<file path="src/rtl/ec_pkg.sv">
// Package: shared types, command codes and calendar constants for the epoch converter.
`timescale 1ns / 1ps
`default_nettype none
package ec_pkg;

	localparam int TIME_W  = 32;
	localparam int ZONE_W  = 5;
	localparam int DAYS_W  = 16;
	localparam int REM_W   = 6;
	localparam int SEC_W   = 6;
	localparam int HOUR_W  = 5;
	localparam int WDAY_W  = 3;
	localparam int YEAR_W  = 8;
	localparam int YDAY_W  = 9;
	localparam int MON_W   = 4;
	localparam int MDAY_W  = 5;

	localparam logic [ZONE_W-1:0] ZONE_RESET = 5'd9;
	localparam logic [YEAR_W-1:0] EPOCH_YEAR = 8'd70;
	localparam logic [YEAR_W-1:0] YEAR_2100  = 8'd200;
	localparam logic [MON_W-1:0]  MON_LAST   = 4'd11;

	localparam logic [DAYS_W-1:0] DAYS_YEAR = 16'd365;
	localparam logic [DAYS_W-1:0] DAYS_LEAP = 16'd366;
	localparam logic [TIME_W-1:0] EPOCH_WDAY = 32'd4;

	// divisor / remainder destination select
	localparam logic [1:0] SEL_SEC  = 2'd0;
	localparam logic [1:0] SEL_MIN  = 2'd1;
	localparam logic [1:0] SEL_HOUR = 2'd2;
	localparam logic [1:0] SEL_WDAY = 2'd3;

	localparam logic [2:0] OP_NONE  = 3'd0;
	localparam logic [2:0] OP_LOAD  = 3'd1;
	localparam logic [2:0] OP_DIV   = 3'd2;
	localparam logic [2:0] OP_TAKE  = 3'd3;
	localparam logic [2:0] OP_YEAR  = 3'd4;
	localparam logic [2:0] OP_YDONE = 3'd5;
	localparam logic [2:0] OP_MONTH = 3'd6;
	localparam logic [2:0] OP_PUSH  = 3'd7;

	typedef struct packed {
		logic [2:0] op;
		logic [1:0] sel;
	} cmd_t;

	typedef struct packed {
		logic year_more;
		logic month_more;
		logic out_stall;
	} sts_t;

	function automatic logic [REM_W-1:0] divisor(input logic [1:0] sel);
		case (sel)
			SEL_SEC:  divisor = 6'd60;
			SEL_MIN:  divisor = 6'd60;
			SEL_HOUR: divisor = 6'd24;
			default:  divisor = 6'd7;
		endcase
	endfunction

	// reciprocal multipliers; the product is shifted right by 37, 37, 36 and 34
	function automatic logic [TIME_W-1:0] recip(input logic [1:0] sel);
		case (sel)
			SEL_SEC:  recip = 32'h8888_8889;
			SEL_MIN:  recip = 32'h8888_8889;
			SEL_HOUR: recip = 32'hAAAA_AAAB;
			default:  recip = 32'h9249_2493;
		endcase
	endfunction

	function automatic logic [MDAY_W-1:0] month_days(input logic [MON_W-1:0] m,
		input logic leap);
		case (m)
			4'd0:    month_days = 5'd31;
			4'd1:    month_days = leap ? 5'd29 : 5'd28;
			4'd2:    month_days = 5'd31;
			4'd3:    month_days = 5'd30;
			4'd4:    month_days = 5'd31;
			4'd5:    month_days = 5'd30;
			4'd6:    month_days = 5'd31;
			4'd7:    month_days = 5'd31;
			4'd8:    month_days = 5'd30;
			4'd9:    month_days = 5'd31;
			4'd10:   month_days = 5'd30;
			default: month_days = 5'd31;
		endcase
	endfunction

endpackage
`default_nettype wire

</file>
<file path="src/rtl/ec_if.sv">
// Interfaces: input time-stamp channel and calendar result channel.
`timescale 1ns / 1ps
`default_nettype none
interface ec_in_if;
	logic                      valid;
	logic                      ready;
	logic [ec_pkg::TIME_W-1:0] epoch_seconds;
	logic                      to_local;

	modport source (output valid, output epoch_seconds, output to_local, input ready);
	modport sink   (input valid, input epoch_seconds, input to_local, output ready);
endinterface

interface ec_out_if;
	logic                      valid;
	logic                      ready;
	logic [ec_pkg::SEC_W-1:0]  second;
	logic [ec_pkg::SEC_W-1:0]  minute;
	logic [ec_pkg::HOUR_W-1:0] hour;
	logic [ec_pkg::WDAY_W-1:0] weekday;
	logic [ec_pkg::YEAR_W-1:0] year_since_1900;
	logic [ec_pkg::YDAY_W-1:0] day_of_year;
	logic [ec_pkg::MON_W-1:0]  month;
	logic [ec_pkg::MDAY_W-1:0] day_of_month;

	modport source (output valid, output second, output minute, output hour, output weekday,
		output year_since_1900, output day_of_year, output month, output day_of_month,
		input ready);
	modport sink   (input valid, input second, input minute, input hour, input weekday,
		input year_since_1900, input day_of_year, input month, input day_of_month,
		output ready);
endinterface
`default_nettype wire

</file>
<file path="src/rtl/ec_ctrl.sv">
// Controller: sequences load, four reciprocal divisions, year walk, month walk and result push.
`timescale 1ns / 1ps
`default_nettype none
module ec_ctrl (
	input  wire logic         clk,
	input  wire logic         arst_n,
	input  wire logic         in_valid,
	output logic              in_ready,
	input  wire ec_pkg::sts_t sts,
	output ec_pkg::cmd_t      cmd
);

	localparam logic [2:0] ST_IDLE  = 3'd0;
	localparam logic [2:0] ST_DIV   = 3'd1;
	localparam logic [2:0] ST_TAKE  = 3'd2;
	localparam logic [2:0] ST_YEAR  = 3'd3;
	localparam logic [2:0] ST_MONTH = 3'd4;
	localparam logic [2:0] ST_DONE  = 3'd5;

	logic [2:0]               state_q, state_d;
	logic [1:0]               sel_q, sel_d;

	assign in_ready = (state_q == ST_IDLE);

	always_comb begin
		state_d = state_q;
		sel_d   = sel_q;
		cmd.op  = ec_pkg::OP_NONE;
		cmd.sel = sel_q;
		case (state_q)
			ST_IDLE: begin
				if (in_valid) begin
					cmd.op  = ec_pkg::OP_LOAD;
					sel_d   = ec_pkg::SEL_SEC;
					state_d = ST_DIV;
				end
			end
			ST_DIV: begin
				cmd.op  = ec_pkg::OP_DIV;
				state_d = ST_TAKE;
			end
			ST_TAKE: begin
				cmd.op = ec_pkg::OP_TAKE;
				if (sel_q == ec_pkg::SEL_WDAY) begin
					state_d = ST_YEAR;
				end else begin
					sel_d   = sel_q + 1'b1;
					state_d = ST_DIV;
				end
			end
			ST_YEAR: begin
				if (sts.year_more) begin
					cmd.op = ec_pkg::OP_YEAR;
				end else begin
					cmd.op  = ec_pkg::OP_YDONE;
					state_d = ST_MONTH;
				end
			end
			ST_MONTH: begin
				if (sts.month_more) cmd.op = ec_pkg::OP_MONTH;
				else state_d = ST_DONE;
			end
			ST_DONE: begin
				if (!sts.out_stall) begin
					cmd.op  = ec_pkg::OP_PUSH;
					state_d = ST_IDLE;
				end
			end
			default: state_d = ST_IDLE;
		endcase
	end

	always_ff @(posedge clk or negedge arst_n) begin
		if (!arst_n) begin
			state_q <= ST_IDLE;
			sel_q   <= ec_pkg::SEL_SEC;
		end else begin
			state_q <= state_d;
			sel_q   <= sel_d;
		end
	end

endmodule
`default_nettype wire

</file>
<file path="src/rtl/ec_datapath.sv">
// Datapath: zone offset, shared reciprocal divider, year and month walk, result register.
`timescale 1ns / 1ps
`default_nettype none
module ec_datapath (
	input  wire logic                        clk,
	input  wire logic                        arst_n,
	input  wire logic                        cfg_we,
	input  wire logic [ec_pkg::ZONE_W-1:0]   cfg_wdata,
	input  wire logic [ec_pkg::TIME_W-1:0]   epoch_seconds,
	input  wire logic                        to_local,
	input  wire ec_pkg::cmd_t                cmd,
	output ec_pkg::sts_t                     sts,
	ec_out_if.source                         cal
);

	logic [ec_pkg::ZONE_W-1:0] zone_q;
	logic [ec_pkg::TIME_W-1:0] t_q;
	logic [ec_pkg::TIME_W-1:0] quo_q;
	logic [ec_pkg::DAYS_W-1:0] days_q;
	logic [ec_pkg::YEAR_W-1:0] year_q;
	logic [ec_pkg::MON_W-1:0]  mon_q;
	logic [ec_pkg::SEC_W-1:0]  sec_q, min_q;
	logic [ec_pkg::HOUR_W-1:0] hour_q;
	logic [ec_pkg::WDAY_W-1:0] wday_q;
	logic [ec_pkg::YDAY_W-1:0] yday_q;
	logic                      out_valid_q;

	logic signed [16:0]          ofs_s;
	logic [ec_pkg::TIME_W-1:0]   ofs_add;
	logic [2*ec_pkg::TIME_W-1:0] prod;
	logic [ec_pkg::TIME_W-1:0]   quo;
	logic [2*ec_pkg::REM_W-1:0]  qd;
	logic [ec_pkg::REM_W-1:0]    rem;
	logic                        leap;
	logic [ec_pkg::DAYS_W-1:0]   diy;
	logic [ec_pkg::DAYS_W-1:0]   dim;

	assign ofs_s   = $signed({{12{zone_q[ec_pkg::ZONE_W-1]}}, zone_q}) * 17'sd3600;
	assign ofs_add = to_local ? {{15{ofs_s[16]}}, ofs_s} : '0;

	// quotient by reciprocal multiply, exact over the operand range of each step
	assign prod = t_q * ec_pkg::recip(cmd.sel);

	always_comb begin
		case (cmd.sel)
			ec_pkg::SEL_SEC, ec_pkg::SEL_MIN: quo = {5'd0, prod[63:37]};
			ec_pkg::SEL_HOUR:                 quo = {4'd0, prod[63:36]};
			default:                          quo = {2'd0, prod[63:34]};
		endcase
	end

	// remainder is below 64, so six bits of the difference are enough
	assign qd  = quo_q[ec_pkg::REM_W-1:0] * ec_pkg::divisor(cmd.sel);
	assign rem = t_q[ec_pkg::REM_W-1:0] - qd[ec_pkg::REM_W-1:0];

	// Gregorian rule over 1970..2106: only 2100 is a skipped century
	assign leap = (year_q[1:0] == 2'b00) && (year_q != ec_pkg::YEAR_2100);
	assign diy  = leap ? ec_pkg::DAYS_LEAP : ec_pkg::DAYS_YEAR;
	assign dim  = {{(ec_pkg::DAYS_W-ec_pkg::MDAY_W){1'b0}}, ec_pkg::month_days(mon_q, leap)};

	assign sts.year_more  = (days_q >= diy);
	assign sts.month_more = (mon_q != ec_pkg::MON_LAST) && (days_q >= dim);
	assign sts.out_stall  = out_valid_q && !cal.ready;

	always_ff @(posedge clk or negedge arst_n) begin
		if (!arst_n) zone_q <= ec_pkg::ZONE_RESET;
		else if (cfg_we) zone_q <= cfg_wdata;
	end

	always_ff @(posedge clk) begin
		case (cmd.op)
			ec_pkg::OP_LOAD: begin
				t_q    <= epoch_seconds + ofs_add;
				year_q <= ec_pkg::EPOCH_YEAR;
				mon_q  <= '0;
			end
			ec_pkg::OP_DIV: quo_q <= quo;
			ec_pkg::OP_TAKE: begin
				t_q <= (cmd.sel == ec_pkg::SEL_HOUR) ? quo_q + ec_pkg::EPOCH_WDAY : quo_q;
				case (cmd.sel)
					ec_pkg::SEL_SEC: sec_q <= rem;
					ec_pkg::SEL_MIN: min_q <= rem;
					ec_pkg::SEL_HOUR: begin
						hour_q <= rem[ec_pkg::HOUR_W-1:0];
						days_q <= quo_q[ec_pkg::DAYS_W-1:0];
					end
					default: wday_q <= rem[ec_pkg::WDAY_W-1:0];
				endcase
			end
			ec_pkg::OP_YEAR: begin
				days_q <= days_q - diy;
				year_q <= year_q + 1'b1;
			end
			ec_pkg::OP_YDONE: yday_q <= days_q[ec_pkg::YDAY_W-1:0];
			ec_pkg::OP_MONTH: begin
				days_q <= days_q - dim;
				mon_q  <= mon_q + 1'b1;
			end
			ec_pkg::OP_PUSH: begin
				cal.second          <= sec_q;
				cal.minute          <= min_q;
				cal.hour            <= hour_q;
				cal.weekday         <= wday_q;
				cal.year_since_1900 <= year_q;
				cal.day_of_year     <= yday_q;
				cal.month           <= mon_q;
				cal.day_of_month    <= ec_pkg::MDAY_W'(days_q + 1'b1);
			end
			default: ;
		endcase
	end

	always_ff @(posedge clk or negedge arst_n) begin
		if (!arst_n) out_valid_q <= 1'b0;
		else if (cmd.op == ec_pkg::OP_PUSH) out_valid_q <= 1'b1;
		else if (cal.ready) out_valid_q <= 1'b0;
	end

	assign cal.valid = out_valid_q;

endmodule
`default_nettype wire

</file>
<file path="src/rtl/epoch_to_calendar_top.sv">
// Top level: epoch seconds to Gregorian calendar converter.
`timescale 1ns / 1ps
`default_nettype none
// Converts unsigned 32-bit epoch seconds (optionally shifted by the signed zone offset in
// hours, wrapping modulo 2^32) into second, minute, hour, weekday, year since 1900, day of
// year, month and day of month. One beat is worked on at a time: four divisions (by 60,
// 60, 24 and 7), each a divide step and a take step through one shared reciprocal
// multiplier, then a year walk with one step per year past 1970 (Y) and a month walk with
// one step per zero-based month (M), each walk closed by a step of its own, and last the
// load of the result. Y + M is at most 146 (December 2105). The result sits in an output
// register and the input is ready again the cycle after it is loaded, so the next beat is
// taken while a finished result waits; a second result is held until the first is taken.
// cfg_we writes the signed zone offset in hours from cfg_wdata.
module epoch_to_calendar_top (
	input  wire logic                      clk,
	input  wire logic                      arst_n,
	input  wire logic                      cfg_we,
	input  wire logic [ec_pkg::ZONE_W-1:0] cfg_wdata,
	ec_in_if.sink                          stamp,
	ec_out_if.source                       cal
);

	ec_pkg::cmd_t cmd;
	ec_pkg::sts_t sts;

	ec_ctrl u_ctrl (
		.clk      (clk),
		.arst_n   (arst_n),
		.in_valid (stamp.valid),
		.in_ready (stamp.ready),
		.sts      (sts),
		.cmd      (cmd)
	);

	ec_datapath u_dp (
		.clk           (clk),
		.arst_n        (arst_n),
		.cfg_we        (cfg_we),
		.cfg_wdata     (cfg_wdata),
		.epoch_seconds (stamp.epoch_seconds),
		.to_local      (stamp.to_local),
		.cmd           (cmd),
		.sts           (sts),
		.cal           (cal)
	);

endmodule
`default_nettype wire

</file>
<file path="src/flat_wrapper.sv">
// flat-port wrapper written by rule: the top's interface ports become plain ports
module epoch_to_calendar_top_flat 
  (clk, arst_n, cfg_we, cfg_wdata, stamp_valid, stamp_epoch_seconds, stamp_to_local, stamp_ready, cal_valid, cal_second, cal_minute, cal_hour, cal_weekday, cal_year_since_1900, cal_day_of_year, cal_month, cal_day_of_month, cal_ready);
  ec_in_if stamp_i ();
  ec_out_if cal_i ();
  input  wire logic clk;
  input  wire logic arst_n;
  input  wire logic cfg_we;
  input  wire logic [ec_pkg::ZONE_W-1:0] cfg_wdata;
  input wire logic [$bits(stamp_i.valid)-1:0] stamp_valid;
  input wire logic [$bits(stamp_i.epoch_seconds)-1:0] stamp_epoch_seconds;
  input wire logic [$bits(stamp_i.to_local)-1:0] stamp_to_local;
  output wire logic [$bits(stamp_i.ready)-1:0] stamp_ready;
  output wire logic [$bits(cal_i.valid)-1:0] cal_valid;
  output wire logic [$bits(cal_i.second)-1:0] cal_second;
  output wire logic [$bits(cal_i.minute)-1:0] cal_minute;
  output wire logic [$bits(cal_i.hour)-1:0] cal_hour;
  output wire logic [$bits(cal_i.weekday)-1:0] cal_weekday;
  output wire logic [$bits(cal_i.year_since_1900)-1:0] cal_year_since_1900;
  output wire logic [$bits(cal_i.day_of_year)-1:0] cal_day_of_year;
  output wire logic [$bits(cal_i.month)-1:0] cal_month;
  output wire logic [$bits(cal_i.day_of_month)-1:0] cal_day_of_month;
  input wire logic [$bits(cal_i.ready)-1:0] cal_ready;
  assign stamp_i.valid = stamp_valid;
  assign stamp_i.epoch_seconds = stamp_epoch_seconds;
  assign stamp_i.to_local = stamp_to_local;
  assign stamp_ready = stamp_i.ready;
  assign cal_valid = cal_i.valid;
  assign cal_second = cal_i.second;
  assign cal_minute = cal_i.minute;
  assign cal_hour = cal_i.hour;
  assign cal_weekday = cal_i.weekday;
  assign cal_year_since_1900 = cal_i.year_since_1900;
  assign cal_day_of_year = cal_i.day_of_year;
  assign cal_month = cal_i.month;
  assign cal_day_of_month = cal_i.day_of_month;
  assign cal_i.ready = cal_ready;
  epoch_to_calendar_top u_core (.clk(clk), .arst_n(arst_n), .cfg_we(cfg_we), .cfg_wdata(cfg_wdata), .stamp(stamp_i), .cal(cal_i));
endmodule
</file>
<file path="config.mk">
export PLATFORM = sky130hd
export DESIGN_NAME = epoch_to_calendar_top_flat
export DESIGN_NICKNAME = d
export VERILOG_FILES = /design/src/rtl/ec_pkg.sv /design/src/rtl/ec_if.sv /design/src/rtl/ec_ctrl.sv /design/src/rtl/ec_datapath.sv /design/src/rtl/epoch_to_calendar_top.sv /design/src/flat_wrapper.sv
export SDC_FILE = /design/constraint.sdc
export NUM_CORES = 2
export LEC_CHECK = 0
export BUFFER_PORTS_ARGS = -buffer_cell sky130_fd_sc_hd__clkbuf_2
export CORE_ASPECT_RATIO = 1.4
export CORE_MARGIN = 4
export CORE_UTILIZATION = 40
export DETAILED_ROUTE_END_ITERATION = 8
export GPL_TIMING_DRIVEN = 0
export PLACE_DENSITY = 0.68
export SLEW_MARGIN = 30
export SYNTH_ARGS = -nofsm -noshare
export SYNTH_HDL_FRONTEND = slang
export SYNTH_SLANG_ARGS = --single-unit
</file>
<file path="constraint.sdc">
create_clock -name clk -period 8.8 [get_ports clk]
set_input_delay 1.76 -clock clk [delete_from_list [all_inputs] [get_ports clk]]
set_output_delay 1.76 -clock clk [all_outputs]
set_load 0.1 [all_outputs]
</file>
; Word level (Yosys, flattened, before mapping)
; Index checks and enable logic that the tools add are counted.
[totals]
output_inout_bits = 48
reg_bits = 178
inputBits = 43
wordCells = 117
[op_classes]
n_reduce_logical = 23
n_mul = 3
n_lt_le_gt_ge = 2
n_mux = 29
add_sub_neg = 9
eq_ne = 28
bitwise_logic = 1
[op_table]
columns = operator, n
row1 = case mux 30 bit (2 select lines), 2
row2 = multiplier 32 x 32 -> 64 bit, 1
row3 = 2-to-1 mux 32 bit, 2
row4 = case mux 32 bit (2 select lines), 1
row5 = case mux 16 bit (3 select lines), 1
row6 = case mux 3 bit (6 select lines), 2
row7 = adder 32 x 3 -> 32 bit (second input constant), 1
row8 = adder 32 bit, 1
row9 = equality test 3 bit (second input constant), 6
row10 = 2-to-1 mux 3 bit, 6
row11 = >= comparator 16 x 5 -> 1 bit, 1
row12 = >= comparator 16 x 9 -> 1 bit, 1
row13 = 2-to-1 mux 16 bit, 1
row14 = case mux 8 bit (2 select lines), 1
row15 = subtractor 16 x 5 -> 16 bit, 1
row16 = subtractor 16 x 9 -> 16 bit, 1
row17 = multiplier 5 x 9 -> 13 bit (second input constant), 1
row18 = equality test 3 x 2 -> 1 bit (second input constant), 4
row19 = != test 2 bit (second input constant), 6
row20 = case mux 6 bit (2 select lines), 1
row21 = AND reduction 2 bit, 5
row22 = nonzero test 2 bit, 5
row23 = adder 8 x 1 -> 8 bit (second input constant), 1
row24 = equality test 4 bit (second input constant), 2
row25 = 28 further kinds, 41

; Depth between registers and ports, before layout
[logic_depth]
ltp_word = 11
depth_mapped = 33
depth_no_buf = 31

; Modules after synthesis
; From an unflattened synthesis, not the netlist that was laid out.
[unflattened]
hier_cells = 3283
hier_area_um2 = 32488.7
[modules_own_cells]
columns = mod, area_each_um2, seq_area_each_um2, cells_per_inst, n_inst
row1 = ec_datapath, 32115.8, 5107.4, 3242, 1
row2 = ec_ctrl, 372.9, 125.1, 41, 1

; Worst setup path after synthesis
; No wires, ideal clock.
[synth_path]
kind = register to register
startpoint = register u_core.u_ctrl.sel_q[0]
endpoint = register u_core.u_dp.quo_q[12] in the netlist's numbering, data pin
setup_ns = 0.265
t_required_ns = 8.535
path_buffers = 4
stages_incl_launch_ff = 31
setup_slack_ns = 0.583
arrival_time_ns = 7.953
period_less_slack_ns = 8.217
path_cell_list = dfrtp_1 > inv_1 > ha_1 > clkbuf_1 > buf_1 > clkbuf_1 > clkbuf_1 > and2_1 > ha_1 > fa_1 > fa_1 > inv_1 > fa_1 > inv_1 > fa_1 > fa_1 > fa_1 > inv_1 > fa_1 > inv_1 > ha_1 > a21oi_1 > a21oi_1 > a211o_1 > nor2_1 > o211ai_2 > a21o_2 > a2111oi_2 > nor3_2 > a22oi_1 > o21ai_1
[synth_between]
elab_chain_len = 5
elab_cells_between_ends = 7
cone_classes = 1 x mul / 2 x eq/ne / 2 x mux / 2 x reduce/logical
[synth_lines]
columns = element, line_no
row1 = "start, declared", ec_ctrl.sv:21  ; logic [1:0] sel_q, sel_d;
row2 = "start signal, assigned", ec_ctrl.sv:76  ; sel_q <= ec_pkg::SEL_SEC;
row3 = "start signal, assigned", ec_ctrl.sv:79  ; sel_q <= sel_d;
row4 = equality test 2 x 1 -> 1 bit / zero test 2 bit (equally long branches), "ec_pkg.sv:64, ec_datapath.sv:45"
row5 = OR reduction 2 bit (no source line), n/a
row6 = case mux 30 bit (2 select lines), ec_pkg.sv:64  ; case (sel)
row7 = multiplier 32 x 32 -> 64 bit, ec_datapath.sv:42  ; assign prod = t_q * ec_pkg::recip(cmd.sel);
row8 = case mux 30 bit (2 select lines) (*), ec_datapath.sv:45  ; case (cmd.sel)
row9 = via u_core.u_dp.quo (one bit), ec_datapath.sv:31  ; logic [ec_pkg::TIME_W-1:0] quo;
row10 = "end signal, assigned", ec_datapath.sv:77  ; ec_pkg::OP_DIV: quo_q <= quo;
row11 = "end, declared", ec_datapath.sv:18  ; logic [ec_pkg::TIME_W-1:0] quo_q;
; Mark *: on every way through the listed nets, which the timed path passes. The rest lies on a longest branch.
; A chain may end at the register's enable or synchronous reset.

; Worst setup path in the final report
[layout_path]
startpoint = register u_core.u_ctrl.sel_q[1]
endpoint = register u_core.u_dp.quo_q[24] in the netlist's numbering, data pin
; The elaborated chain is that of the path after synthesis.

==> run_results.csv <==
group,metric,value,unit
outcome,outcome,"finished clean",
flow_run,maxCapViolations,0,
route,drc,0,
sta,maxSlewViolCount,0,
sta,fin_worst_skew,0.01302,ns
grt,grt_max_degree,33,
sta,setup_violations,0,
placed_design,place_hpwl,93250,um
clock_tree,clock_path_buffers,2,
layout,register_area,0.005235,mm2
grt,grt-busiest-layer,"met2",
worst_setup_path,crit_family,"adder cells",
layout,drive_gt1_share,11.02,%
grt,use_met2,42.13,%
sta,max_clock_freq,0.1153,GHz
logic_synthesis,synth_edf_count,165,
worst_setup_path,cp_num_buf_inv,10,
layout,antenna_cells,0,
route,routed_wl,105800,um
layout,fill_cells,7853,
sta,min_period,8.670,ns
placed_design,place.gp.congestion,1.016,
clock_tree,cts_tree,"done",
clock_tree,clock_sinks,176,
logic_synthesis,synth_nets,4427,
clock_tree,cts.clk_slew.worst_paths,0.07,ns
grt,use_met1,26.38,%
grt,grt_pass1_wl,158300,um
grt,grt_overflow,0,
clock_tree,ctsRootBufferMaster,"clkbuf_16",
logic_synthesis,syn_area_per_cell,9.695,um2
logic_synthesis,yosys_most_used_dff,"edfxtp_1",
worst_setup_path,cpMaxStageDelayCell,"fa_2",
clock_tree,cts_buffers,17,
worst_setup_path,cp.required,9.07,ns
route,postRouteAntennaNets,0,
logic_synthesis,ys_warn_count,0,
layout,final_area,0.03673,mm2
placed_design,dpl_cell_area,0.03508,mm2
sta,hold_violations,0,
logic_synthesis,ys_ff_latch,176,
hold_path,hold_path.class,"flop to flop",
sta,rsz0062_at_grt,"true",
worst_setup_path,cp-end-kind,"flop",
grt,grt_util_met3,2.375,%
logic_synthesis,async_flop_share,6.250,%
route,vias,24705,
floorplanning,core_area,0.08192,mm2
floorplanning,die_height,348.9,um
logic_synthesis,synth_cell_types,92,
floorplanning,pin_count,91,
worst_setup_path,path_max_fanout,10,
route,via_per_inst,5.316,
floorplanning,floorplan.initialDensity,40.52,%
logic_synthesis,synth_area,0.03320,mm2
clock_tree,cts_max_level,4,
sta,slew_headroom,45.99,%
grt,antenna_found_initial,3,
route,drtIter0Drc,1714,
layout,multi_input_area,0.02514,mm2
sta,fin_crit_sh,98.53,%
floorplanning,die_x,251.5,um
worst_setup_path,crit_path_start_kind,"flop",
worst_setup_path,crit_arrival,8.94,ns
layout,layout.nets,4566,
layout,area_growth,10.64,%
route,avgRoutedWirePerCell,22.76,um
placed_design,place.port_buffers,89,
logic_synthesis,synth_cells,3424,
route,drt_pass1_iterations,6,
logic_synthesis,synth-seq-area-share,15.76,%
floorplanning,num_rows,124,
clock_tree,clk-insertion-delay-late,0.45,ns
worst_setup_path,crit_top_cell,"fa_1",
sta,worst_pin_slew,0.8074,ns
grt,grt_pass1_vias,26057,
worst_setup_path,critical_path.max_stage_delay,0.64,ns
floorplanning,dieArea,0.08773,mm2
worst_setup_path,critPathKind,"flop to flop",
grt,gr-usage-all-layers,24.05,%
logic make-up (layout without fill, tap and decap cells):
group / after synthesis / in the layout / synth area share, %
fa+ha+maj: 960 / 960 / 48.37
buf+inv: 913 / 1065 / 10.42
simple gates: 677 / 677 / 9.894
compound gates: 492 / 492 / 10.09
xor+xnor: 202 / 202 / 5.330
flops: 176 / 176 / 15.76
mux: 4 / 4 / 0.1281
worst reg2reg max path, delay by kind of cell (launching register included):
kind	cells	cell delay, ns
and+or+nand+nor	7	1.67
DFF	1	0.51
buffers and inverters	10	1.32
adders and majority gates	9	4.15
AOI/OAI and AO/OA	5	0.87
cell usage in the layout, fill, tap and decap left out, types with 32 or more instances in the layout:
cell type and n:
xor2_1 99, nand3_1 65, a21o_1 49, fa_1 523, inv_1 794, nand4_1 32, clkbuf_1 50, ha_1 400
nand2_1 220, buf_4 36, nor2_1 137, a21oi_1 125, and2_1 43, o21ai_0 74, xnor2_1 94, edfxtp_1 165
clkbuf_2 100
path summary, 6_finish.rpt:
path	startpoint	to	slack (ns)	depth (start not counted)
min reg2reg	u_core.u_dp.min_q[4]$_DFFE_PP_	u_core.u_dp.cal.minute[4]$_DFFE_PP_	0.41	0
min in group asynchronous	arst_n	u_core.u_dp.cal.valid$_DFFE_PN0P_	1.20	1
max reg2reg	u_core.u_ctrl.sel_q[1]$_DFFE_PN0P_	u_core.u_dp.quo_q[24]$_DFFE_PN_	0.13	31
max in group asynchronous	arst_n	u_core.u_dp.zone_q[3]$_DFFE_PN1P_	7.30	1
min	u_core.u_dp.min_q[4]$_DFFE_PP_	u_core.u_dp.cal.minute[4]$_DFFE_PP_	0.41	0
max	u_core.u_ctrl.sel_q[1]$_DFFE_PN0P_	u_core.u_dp.quo_q[24]$_DFFE_PN_	0.13	31
cell type report:
class | instances | area share [%]
plain buffers | 96 | 1.724
clock buffers | 17 | 1.158
clock inverters | 15 | 0.4429
inverters | 814 | 8.343
multi-input cells | 2335 | 68.45
flip-flops and latches | 176 | 14.25
well taps | 1071 | 3.649
repair buffers | 123 | 1.983
registers in the layout, indices dropped and copies added (netlist names), 8 cells and up:
name and cells:
u_core.u_dp.quo_q 30, u_core.u_dp.cal.day_of_year 9, u_core.u_dp.t_q 32, u_core.u_dp.days_q 16
u_core.u_dp.cal.year_since_1900 8, u_core.u_dp.yday_q 9, u_core.u_dp.year_q 8
timing repair:
action	CTS	global route
pin swaps	29	31
endpoints found under the setup margin	30	29
setup buffers	12	16
gates resized for setup	169	96
hold buffers	0	0
per-layer routing:
metal  wire length, um  up-vias
met4             11470        4
met2             52570      837
met1             37520    12229
li1                  -    11289
met3              4176      346
met5                21        -
stage by stage:
stage | hold WS (ns) | setup WS (ns) | cells | TNS [ns] | utilization (%)
3_3_place_gp | 0.4021 | -2.283 | 4584 | -60.64 | 42.70
4_1_cts | 0.4167 | -0.008590 | 4632 | -0.008590 | 44.32
3_5_place_dp | 0.4052 | -1.785 | 4590 | -45.68 | 42.82
5_1_grt | 0.4231 | -0.009870 | 4647 | -0.01538 | 44.83
6_report | 0.4145 | 0.1296 | 4647 | 0 | 44.83
2_1_floorplan | 0.4003 | 0.5829 | 3424 | 0 | -
synthesized netlist by cell type, types with 13 or more instances:
library cell | number | area [um2]
inv_1 | 812 | 3048
fa_1 | 539 | 10790
ha_1 | 421 | 5268
nand2_1 | 223 | 837.1
edfxtp_1 | 165 | 4955
nor2_1 | 149 | 559.3
a21oi_1 | 126 | 630.6
xnor2_1 | 103 | 902.1
xor2_1 | 99 | 867.1
o21ai_0 | 85 | 425.4
clkbuf_1 | 76 | 285.3
nand3_1 | 68 | 340.3
and2_1 | 53 | 331.6
a21o_1 | 49 | 367.9
nor2b_1 | 33 | 206.5
nand4_1 | 32 | 200.2
and3_1 | 30 | 187.7
nor3_1 | 27 | 135.1
o21bai_1 | 24 | 180.2
a22oi_1 | 22 | 165.2
a31o_2 | 20 | 175.2
o21ai_1 | 20 | 100.1
a31oi_1 | 17 | 106.4
buf_2 | 13 | 65.06
o21a_1 | 13 | 97.59
Power is left out: the tool's default activity adds up to more than one toggle a clock period on the data nets, which glitch-free logic cannot reach.
